## config.mk

```make
export PLATFORM = sky130hd
export DESIGN_NAME = jss_search
export DESIGN_NICKNAME = d
export VERILOG_FILES = /design/src/rtl/jss_pkg.sv /design/src/rtl/jss_search.sv
export SDC_FILE = /design/constraint.sdc
export NUM_CORES = 1
export LEC_CHECK = 0
export BUFFER_PORTS_ARGS = -buffer_cell sky130_fd_sc_hd__buf_2
export CORE_AREA = 4 4 144 146
export DETAILED_ROUTE_END_ITERATION = 7
export DIE_AREA = 0 0 148 150
export HOLD_SLACK_MARGIN = 0.12
export MAX_ROUTING_LAYER = met4
export PLACE_DENSITY_LB_ADDON = 0.08
export SYNTH_ARGS = -nofsm -noshare
export SYNTH_HDL_FRONTEND = slang
export SYNTH_SLANG_ARGS = --single-unit
```

## constraint.sdc

```tcl
create_clock -name clk -period 6.17 [get_ports clk]
set_clock_uncertainty 0.2 [all_clocks]
set_input_delay 0.617 -clock clk [delete_from_list [all_inputs] [get_ports clk]]
set_output_delay 0.617 -clock clk [all_outputs]
set_load 0.01 [all_outputs]
```

## src/rtl/jss_pkg.sv

```systemverilog
package jss_pkg;

  localparam int DEPTH  = 1024;
  localparam int ADDR_W = $clog2(DEPTH);
  // Wide enough for entry_count, for DEPTH itself and for a block end past the count.
  localparam int CNT_W  = (ADDR_W + 1 > 11) ? ADDR_W + 1 : 11;
  localparam int WORD_W = 32;
  localparam int IDX_W  = 10;
  localparam int POS_W  = 10;
  localparam int EC_W   = 11;
  localparam int JS_W   = 6;
  localparam int CFG_IDX_W  = 2;
  localparam int CFG_DATA_W = 11;

  localparam logic ACT_WRITE  = 1'b0;
  localparam logic ACT_SEARCH = 1'b1;

  localparam logic [CFG_IDX_W-1:0] REG_ENTRY_COUNT = 2'd0;
  localparam logic [CFG_IDX_W-1:0] REG_JUMP_STEP   = 2'd1;

  typedef struct packed {
    logic                     action;
    logic [IDX_W-1:0]         entry_index;
    logic signed [WORD_W-1:0] entry_value;
    logic signed [WORD_W-1:0] search_key;
  } in_item_t;

  typedef struct packed {
    logic             found;
    logic [POS_W-1:0] position;
  } out_item_t;

  typedef struct packed {
    logic [EC_W-1:0] entry_count;
    logic [JS_W-1:0] jump_step;
  } search_cfg_t;

  function automatic logic [CNT_W-1:0] cnt_min(input logic [CNT_W-1:0] a,
                                              input logic [CNT_W-1:0] b);
    return (a < b) ? a : b;
  endfunction

endpackage

```

## src/rtl/jss_search.sv

```systemverilog
module jss_search
  import jss_pkg::*;
(
  input  logic                     clk,
  input  logic                     rst_n,
  input  search_cfg_t              cfg,
  input  logic                     in_valid,
  output logic                     in_stall,
  input  in_item_t                 in_data,
  output logic                     out_valid,
  input  logic                     out_stall,
  output out_item_t                out_data,
  output logic                     ram_we,
  output logic [ADDR_W-1:0]        ram_waddr,
  output logic [WORD_W-1:0]        ram_wdata,
  output logic [ADDR_W-1:0]        ram_raddr,
  input  logic signed [WORD_W-1:0] ram_rdata
);

  localparam logic [1:0] ST_IDLE  = 2'd0;
  localparam logic [1:0] ST_JUMP  = 2'd1;
  localparam logic [1:0] ST_LIN   = 2'd2;
  localparam logic [1:0] ST_EMPTY = 2'd3;

  logic [1:0]               state_r, state_nxt;
  logic signed [WORD_W-1:0] key_r, key_nxt;
  logic [CNT_W-1:0]         n_r, n_nxt;
  logic [CNT_W-1:0]         m_r, m_nxt;
  logic [CNT_W-1:0]         step_r, step_nxt;
  logic [CNT_W-1:0]         prev_r, prev_nxt;
  logic [CNT_W-1:0]         lim_r, lim_nxt;
  logic [ADDR_W-1:0]        addr_r, addr_nxt;
  logic                     out_valid_r;
  out_item_t                out_data_r;

  logic             fin, fin_found;
  logic [POS_W-1:0] fin_pos;
  logic             out_free;
  logic [CNT_W-1:0] ec_ext, n_cfg, m_cfg, step_add, prev_inc;
  logic             key_above;

  assign ec_ext   = CNT_W'(cfg.entry_count);
  assign n_cfg    = (ec_ext > CNT_W'(DEPTH)) ? CNT_W'(DEPTH) : ec_ext;
  assign m_cfg    = (cfg.jump_step == '0) ? CNT_W'(1) : CNT_W'(cfg.jump_step);
  assign step_add = step_r + m_r;
  assign prev_inc = prev_r + CNT_W'(1);
  assign key_above = ram_rdata < key_r;
  assign out_free  = !out_valid_r || !out_stall;

  // Writes land only while no search runs, so reads never race a write.
  assign in_stall  = (state_r != ST_IDLE);
  assign ram_we    = in_valid && !in_stall && (in_data.action == ACT_WRITE) &&
                     (CNT_W'(in_data.entry_index) < CNT_W'(DEPTH));
  assign ram_waddr = ADDR_W'(in_data.entry_index);
  assign ram_wdata = in_data.entry_value;
  assign ram_raddr = addr_nxt;

  always_comb begin
    state_nxt = state_r;
    key_nxt   = key_r;
    n_nxt     = n_r;
    m_nxt     = m_r;
    step_nxt  = step_r;
    prev_nxt  = prev_r;
    lim_nxt   = lim_r;
    addr_nxt  = addr_r;
    fin       = 1'b0;
    fin_found = 1'b0;
    fin_pos   = '0;
    unique case (state_r)
      ST_IDLE: begin
        if (in_valid && in_data.action == ACT_SEARCH) begin
          key_nxt  = in_data.search_key;
          n_nxt    = n_cfg;
          m_nxt    = m_cfg;
          step_nxt = m_cfg;
          prev_nxt = '0;
          if (n_cfg == '0) begin
            state_nxt = ST_EMPTY;
          end else begin
            state_nxt = ST_JUMP;
            addr_nxt  = ADDR_W'(cnt_min(m_cfg, n_cfg) - CNT_W'(1));
          end
        end
      end
      ST_EMPTY: begin
        if (out_free) begin
          fin       = 1'b1;
          state_nxt = ST_IDLE;
        end
      end
      ST_JUMP: begin
        if (key_above) begin
          if (step_r >= n_r) begin
            // give up; on a busy output hold and re-read the same word
            if (out_free) begin
              fin       = 1'b1;
              state_nxt = ST_IDLE;
            end
          end else begin
            prev_nxt = step_r;
            step_nxt = step_add;
            addr_nxt = ADDR_W'(cnt_min(step_add, n_r) - CNT_W'(1));
          end
        end else begin
          state_nxt = ST_LIN;
          lim_nxt   = cnt_min(step_r, n_r);
          addr_nxt  = ADDR_W'(prev_r);
        end
      end
      ST_LIN: begin
        if (key_above) begin
          if (prev_inc == lim_r) begin
            if (out_free) begin
              fin       = 1'b1;
              state_nxt = ST_IDLE;
            end
          end else begin
            prev_nxt = prev_inc;
            addr_nxt = ADDR_W'(prev_inc);
          end
        end else if (out_free) begin
          fin       = 1'b1;
          fin_found = (ram_rdata == key_r);
          fin_pos   = fin_found ? POS_W'(prev_r) : '0;
          state_nxt = ST_IDLE;
        end
      end
      default: begin
        state_nxt = ST_IDLE;
      end
    endcase
  end

  always_ff @(posedge clk) begin
    if (!rst_n) begin
      state_r     <= ST_IDLE;
      out_valid_r <= 1'b0;
    end else begin
      state_r <= state_nxt;
      if (fin) begin
        out_valid_r <= 1'b1;
      end else if (!out_stall) begin
        out_valid_r <= 1'b0;
      end
    end
  end

  always_ff @(posedge clk) begin
    key_r  <= key_nxt;
    n_r    <= n_nxt;
    m_r    <= m_nxt;
    step_r <= step_nxt;
    prev_r <= prev_nxt;
    lim_r  <= lim_nxt;
    addr_r <= addr_nxt;
    if (fin) begin
      out_data_r.found    <= fin_found;
      out_data_r.position <= fin_pos;
    end
  end

  assign out_valid = out_valid_r;
  assign out_data  = out_data_r;

`ifndef SYNTH
  a_jump_span: assert property (@(posedge clk) disable iff (!rst_n)
    (state_r == ST_JUMP) |-> (step_r == prev_r + m_r))
    else $error("jump block end does not follow block start by one step");

  a_read_in_range: assert property (@(posedge clk) disable iff (!rst_n)
    (state_r == ST_JUMP || state_r == ST_LIN) |-> (CNT_W'(addr_r) < n_r))
    else $error("search read beyond the searched entries");

  a_lin_in_block: assert property (@(posedge clk) disable iff (!rst_n)
    (state_r == ST_LIN) |-> (prev_r < lim_r && lim_r <= n_r))
    else $error("linear scan left its block");

  a_result_from_search: assert property (@(posedge clk) disable iff (!rst_n)
    $rose(out_valid_r) |-> ($past(state_r) != ST_IDLE))
    else $error("result raised without a search in progress");
`endif

endmodule

```

; Word level (Yosys, flattened, before mapping)
; Cells that the tools add are included.
[word_totals]
elab_cells = 97
reg_bits = 111
[classes]
add_sub_neg = 4
n_bitwise = 5
n_eq_ne = 13
n_mux = 38
magnitude_cmp = 6
n_reduce_logical = 20
[ops]
columns = op, n
row1 = two-way mux 11 bit, 10
row2 = two-way mux 10 bit, 8
row3 = one-hot mux 11 bit (3 select lines), 1
row4 = == test 32 bit, 1
row5 = less-than comparator 32 bit, 1
row6 = one-hot mux 10 bit (3 select lines), 1
row7 = less-than comparator 11 bit, 2
row8 = one-hot mux 11 bit (2 select lines), 1
row9 = "subtractor 10 x 1 -> 10 bit, second input constant", 2
row10 = two-way mux 2 bit, 7
row11 = "adder 11 x 1 -> 11 bit, second input constant", 1
row12 = adder 11 bit, 1
row13 = == test 11 bit, 1
row14 = greater-or-equal comparator 11 bit, 1
row15 = "> comparator 11 bit, second input constant", 1
row16 = logical NOT 11 bit, 1
row17 = less-than comparator 6 x 11 -> 1 bit, 1
row18 = "!= test 2 bit, second input constant", 5
row19 = one-hot mux 2 bit (4 select lines), 1
row20 = two-way mux 1 bit, 7
row21 = logical NOT 6 bit, 1
row22 = two-way mux 6 bit, 1
row23 = "!= test 3 bit, second input constant", 2
row24 = AND reduction 6 bit, 1
row25 = other kinds (16), 27

; Longest topological paths before layout
[depth]
ltp_word = 8
ltp_mapped = 23
mapped_depth_nobuf = 21

; Worst setup path before layout
; No wires, ideal clock.
[synth_path]
kind = reg2out
from = reg step_r[0]
to = out ram_raddr[4]
required_ns = 5.353
slack_ns = 0.916
arrival_ns = 4.437
stages_incl_launch_ff = 23
cell_sequence = edfxtp_1 > ha_1 > fa_1 > a211oi_4 > nor4_2 > a2111oi_4 > nand3_2 > ha_1 > a21oi_1 > nor2_1 > a211oi_1 > o21ai_0 > buf_4 > buf_6 > mux2i_1 > ha_1 > o211ai_1 > xnor2_1 > nor2_1 > a211o_1 > a21oi_1 > a211oi_1 > o221ai_1
[synth_between]
elab_chain_cells = 7
word_cells_on_any_way = 8
[synth_rtl]
columns = item, line
row1 = start: declaration, jss_search.sv:29  ; logic [CNT_W-1:0] step_r, step_nxt;
row2 = start signal: assignment, jss_search.sv:153  ; step_r <= step_nxt;
row3 = adder 11 bit, jss_search.sv:45  ; assign step_add = step_r + m_r;
row4 = net step_add[8], jss_search.sv:39  ; logic [CNT_W-1:0] ec_ext, n_cfg, m_cfg, step_add, prev_inc;
row5 = less-than comparator 11 bit, jss_pkg.sv:40  ; return (a < b) ? a : b;
row6 = two-way mux 10 bit, jss_pkg.sv:40
row7 = subtractor 10 x 1 -> 10 bit, jss_search.sv:103  ; addr_nxt = ADDR_W'(cnt_min(step_add, n_r) - CNT_W'(1));
row8 = two-way mux 10 bit, jss_search.sv:94  ; if (step_r >= n_r) begin
row9 = two-way mux 10 bit, jss_search.sv:93  ; if (key_above) begin
row10 = one-hot mux 10 bit (3 select lines), jss_search.sv:70  ; unique case (state_r)
row11 = end: declaration, jss_search.sv:16  ; output logic [ADDR_W-1:0] ram_raddr,
; The timed path passes the listed nets, and every way through them passes these cells.

; Worst setup path after layout
[layout_path]
from = reg step_r[0]
to = out ram_raddr[9]
; The elaborated chain is that of the path after synthesis.

==> impl_metrics.csv <==
group,metric,value,unit
status,outcome,"complete, no violations",
critical_path,startpoint,"step_r[0]",
route,wl_met1,9841,um
worst_hold_path,min_from,"in_data[18]",
synthesis,yosysWarnings,0,
pwr,power.switching,1.781,mW
grt,grt_max_degree,50,
pwr,power.density,467.3,nW/um^2
synthesis,synthCells,794,
synthesis,yosysTopAreaCellShare,36.17,%
clocking,h-tree-depth,3,
grt,antenna_found_initial,1,
synthesis,async_reset_ff_share,0,%
sta,rsz0062_at_grt,"no",
placement,port_buffers,109,
pwr,swShare,44.39,%
clocking,clk_pin_slew,0.07,ns
clocking,hold_buffers,0,
die,start_util,39.80,%
synthesis,syn_area_per_cell,9.724,sq um
pwr,cellInternalPower,2.231,mW
pwr,p_seq_share,30.8,%
pwr,p_leak,3.535,nW
sta,drv_slew,0,
pwr,power_frac_comb,54.4,%
clocking,cts_max_path_buffers,2,
synthesis,synthTopCellsByArea,"edfxtp_1 (36%), ha_1 (12%), buf_4 (4.2%)",
die,die_x,148,um
sta,period_needed,5.894,ns
critical_path,setup.worst_path.class,"reg -> out",
clocking,numCtsBuffers,9,
worst_hold_path,hold_depth,1,
critical_path,worstPathRequired,5.35,ns
cells_and_area,syn2layout_area_growth,11.20,%
synthesis,synth_seq_cells,106,
synthesis,yosys.area.top_type,"edfxtp_1",
critical_path,cp_slowest_cell,"a222oi_1",
pwr,clkPwrFrac,14.8,%
synthesis,synth_fp_nets,994,
critical_path,arrival,5.08,ns
cells_and_area,drive_gt1_share,20.74,%
die,die_h,150,um
placement,place_hpwl,16600,um
route,wl_per_cell,18.82,um
grt,track_usage,19.83,%
grt,grt_overflow_total,0,
clocking,cts_tree,"built",
sta,worst_slack,0.2760,ns
cells_and_area,regArea,3053,sq um
sta,tns,0,ns
grt,grt_pass1_wl,33330,um
clocking,cts_root_buffer,"clkbuf_16",
synthesis,synth-seq-area-share,39.54,%
synthesis,netlist_area,7721,sq um
worst_hold_path,hold_class,"in -> reg",
critical_path,cp-start-kind,"register",
critical_path,r2r_slack,1.28,ns
route,wl,21240,um
die,dieArea,22200,sq um
clocking,clkSinkCount,106,
cells_and_area,nNetsFinal,1058,
critical_path,cpPeakStageDelay,0.44,ns
route,top_layer,"met4",
die,num_rows,51,
pwr,peakVddDrop,0.0002321,V
placement,pre_cts_ws,0.2534,ns
placement,gp_congestion,0.9318,
sta,hold_viol_final,0,
route,route.met3.wl,869,um
route,drtAntennaViolNets,0,
route,wl_met2,10010,um
cells_and_area,multi_input_area,3991,sq um
critical_path,crit_fanout,14,
critical_path,path_cells,"ha_1 -> fa_2 -> a211oi_4 -> o21ai_0 -> a21oi_1 -> or3b_2 -> xnor2_1 -> ha_1 -> nand2_1 -> nor2_1 -> a211oi_2 -> o21ai_4 -> buf_4 -> buf_4 -> or3_1 -> a21oi_2 -> xnor2_1 -> a222oi_1 -> o21ai_1 -> buf_2",
grt,grt_pass1_vias,5934,
route,drc,0,
synthesis,yosys_most_used_dff,"edfxtp_1",
run,maxCapViolations,0,
cells_and_area,fill_cells,1933,
sta,max_freq,0.1697,GHz
sta,tightest_slew,1.092,ns
route,num_vias,6005,
critical_path,ff2ff_path_depth,19,
die,core_area,19400,sq um
route,firstDrtPassIters,4,
critical_path,cp-end-kind,"output port",
synthesis,synth_cell_type_count,82,
sta,slew_headroom,26.93,%
critical_path,r2r-start,"step_r[0]",
route,drtIter0Drc,374,
sta,setup_viol,0,
synthesis,synth_edf_count,93,
clocking,clock_latency,0.36,ns
die,ioPinCount,194,
sta,period_share,95.53,%
route,viasPerCell,5.319,
-- area by class of cell --
class	count	area share [%]
inverters	66	2.885
flip-flops and latches	106	35.56
clock inverters	7	0.8015
clock buffers	9	2.623
well taps	265	3.862
multi-input cells	550	46.49
repair buffers	125	7.753
diodes	1	0.02915
-- power by group through the flow --
stage | clock network [mW] | registers, mW | logic (mW)
5_1_grt | 0.634 | 1.26 | 2.42
3_5_place_dp | 0 | 1.26 | 2.05
2_1_floorplan | 0 | 1.15 | 1.54
4_1_cts | 0.608 | 1.24 | 2.08
3_3_place_gp | 0 | 1.25 | 2.02
6_report | 0.594 | 1.24 | 2.18
-- Yosys cell counts (all sizes together) (5+ instances only) --
cell,n
nand3b,5
xnor2,28
nor3,18
o211ai,12
nor4,8
buf,51
nand2,69
a211oi,9
inv,64
xor2,14
or3,6
a21oi,41
nor2b,17
ha,71
a2111oi,6
mux2,7
clkbuf,20
nand3,28
o21ai,44
and2,13
edfxtp,93
nand2b,10
nor2,45
dfxtp,13
mux2i,14
a22oi,11
nand4,9
a211o,5
-- cell families after synthesis --
family	count (synthesis)	synth area share (%)
adder cells (fa/ha/maj)	72	11.76
multiplexers	21	2.836
AO/OA/AOI/OAI	168	14.78
AND/OR/NAND/NOR	246	16.56
XOR/XNOR	43	5.153
buffers and inverters	138	9.366
flip-flops	106	39.54
-- worst max-delay path, delay by kind of cell, from the launching register on --
kind | cells | cell delay (ns)
AOI/OAI and AO/OA | 8 | 1.86
adders and majority gates | 3 | 0.96
and+or+nand+nor | 4 | 0.69
buffers and inverters | 3 | 0.54
DFF | 1 | 0.42
xor gates and xnor gates | 2 | 0.25
-- cell usage in the layout (no fill, tap or decap), types with 14 or more instances in the layout --
| cell type | synthesis | routed |
|---|---|---|
| nor3_1 | 17 | 17 |
| nor2b_1 | 17 | 16 |
| nor2_1 | 45 | 44 |
| nand3_1 | 27 | 27 |
| buf_4 | 43 | 16 |
| edfxtp_1 | 93 | 93 |
| inv_1 | 64 | 64 |
| xnor2_1 | 27 | 27 |
| o21ai_0 | 41 | 39 |
| buf_2 | 4 | 109 |
| ha_1 | 71 | 68 |
| nand2_1 | 68 | 68 |
| a21oi_1 | 39 | 39 |
| xor2_1 | 14 | 14 |
-- state kept, by name (all words and copies together), names as in the netlist --
signal,count
step_r,11
out_valid,1
m_r,6
prev_r,11
lim_r,11
out_data,11
state_r,2
n_r,11
key_r,32
addr_r,10
-- metrics by stage --
step / total power, mW / area (sq um) / util, % / cells / hold slack, ns
after floorplan: 2.689 / 7721 / - / 794 / 0.2769
after global placement: 3.274 / 8183 / 42.18 / 1103 / 0.2984
after detailed placement: 3.303 / 8183 / 42.18 / 1103 / 0.3065
after CTS: 3.931 / 8496 / 43.80 / 1121 / 0.2139
after global routing: 4.315 / 8586 / 44.26 / 1129 / 0.2099
final: 4.012 / 8586 / 44.26 / 1129 / 0.2301
-- final timing paths --
kind	end
min	key_r[18]
min reg2reg	addr_r[9]
max reg2reg	addr_r[9]
max	ram_raddr[9]
-- per-layer routing --
layer | up-vias | GRT usage, %
li1 | 2965 | -
met3 | 60 | 3.422
met4 | 0 | 6.882
met5 | - | -
met2 | 143 | 31.42
met1 | 2837 | 25.80
-- what timing repair did --
item / CTS / global route
endpoints found under the setup margin: 2 / 5
buffers inserted: 2 / 7
gates resized for setup: 1 / 9
hold endpoints to repair: 0 / 0
pin swaps: 1 / 6
Power figures use the tool's default switching activity.
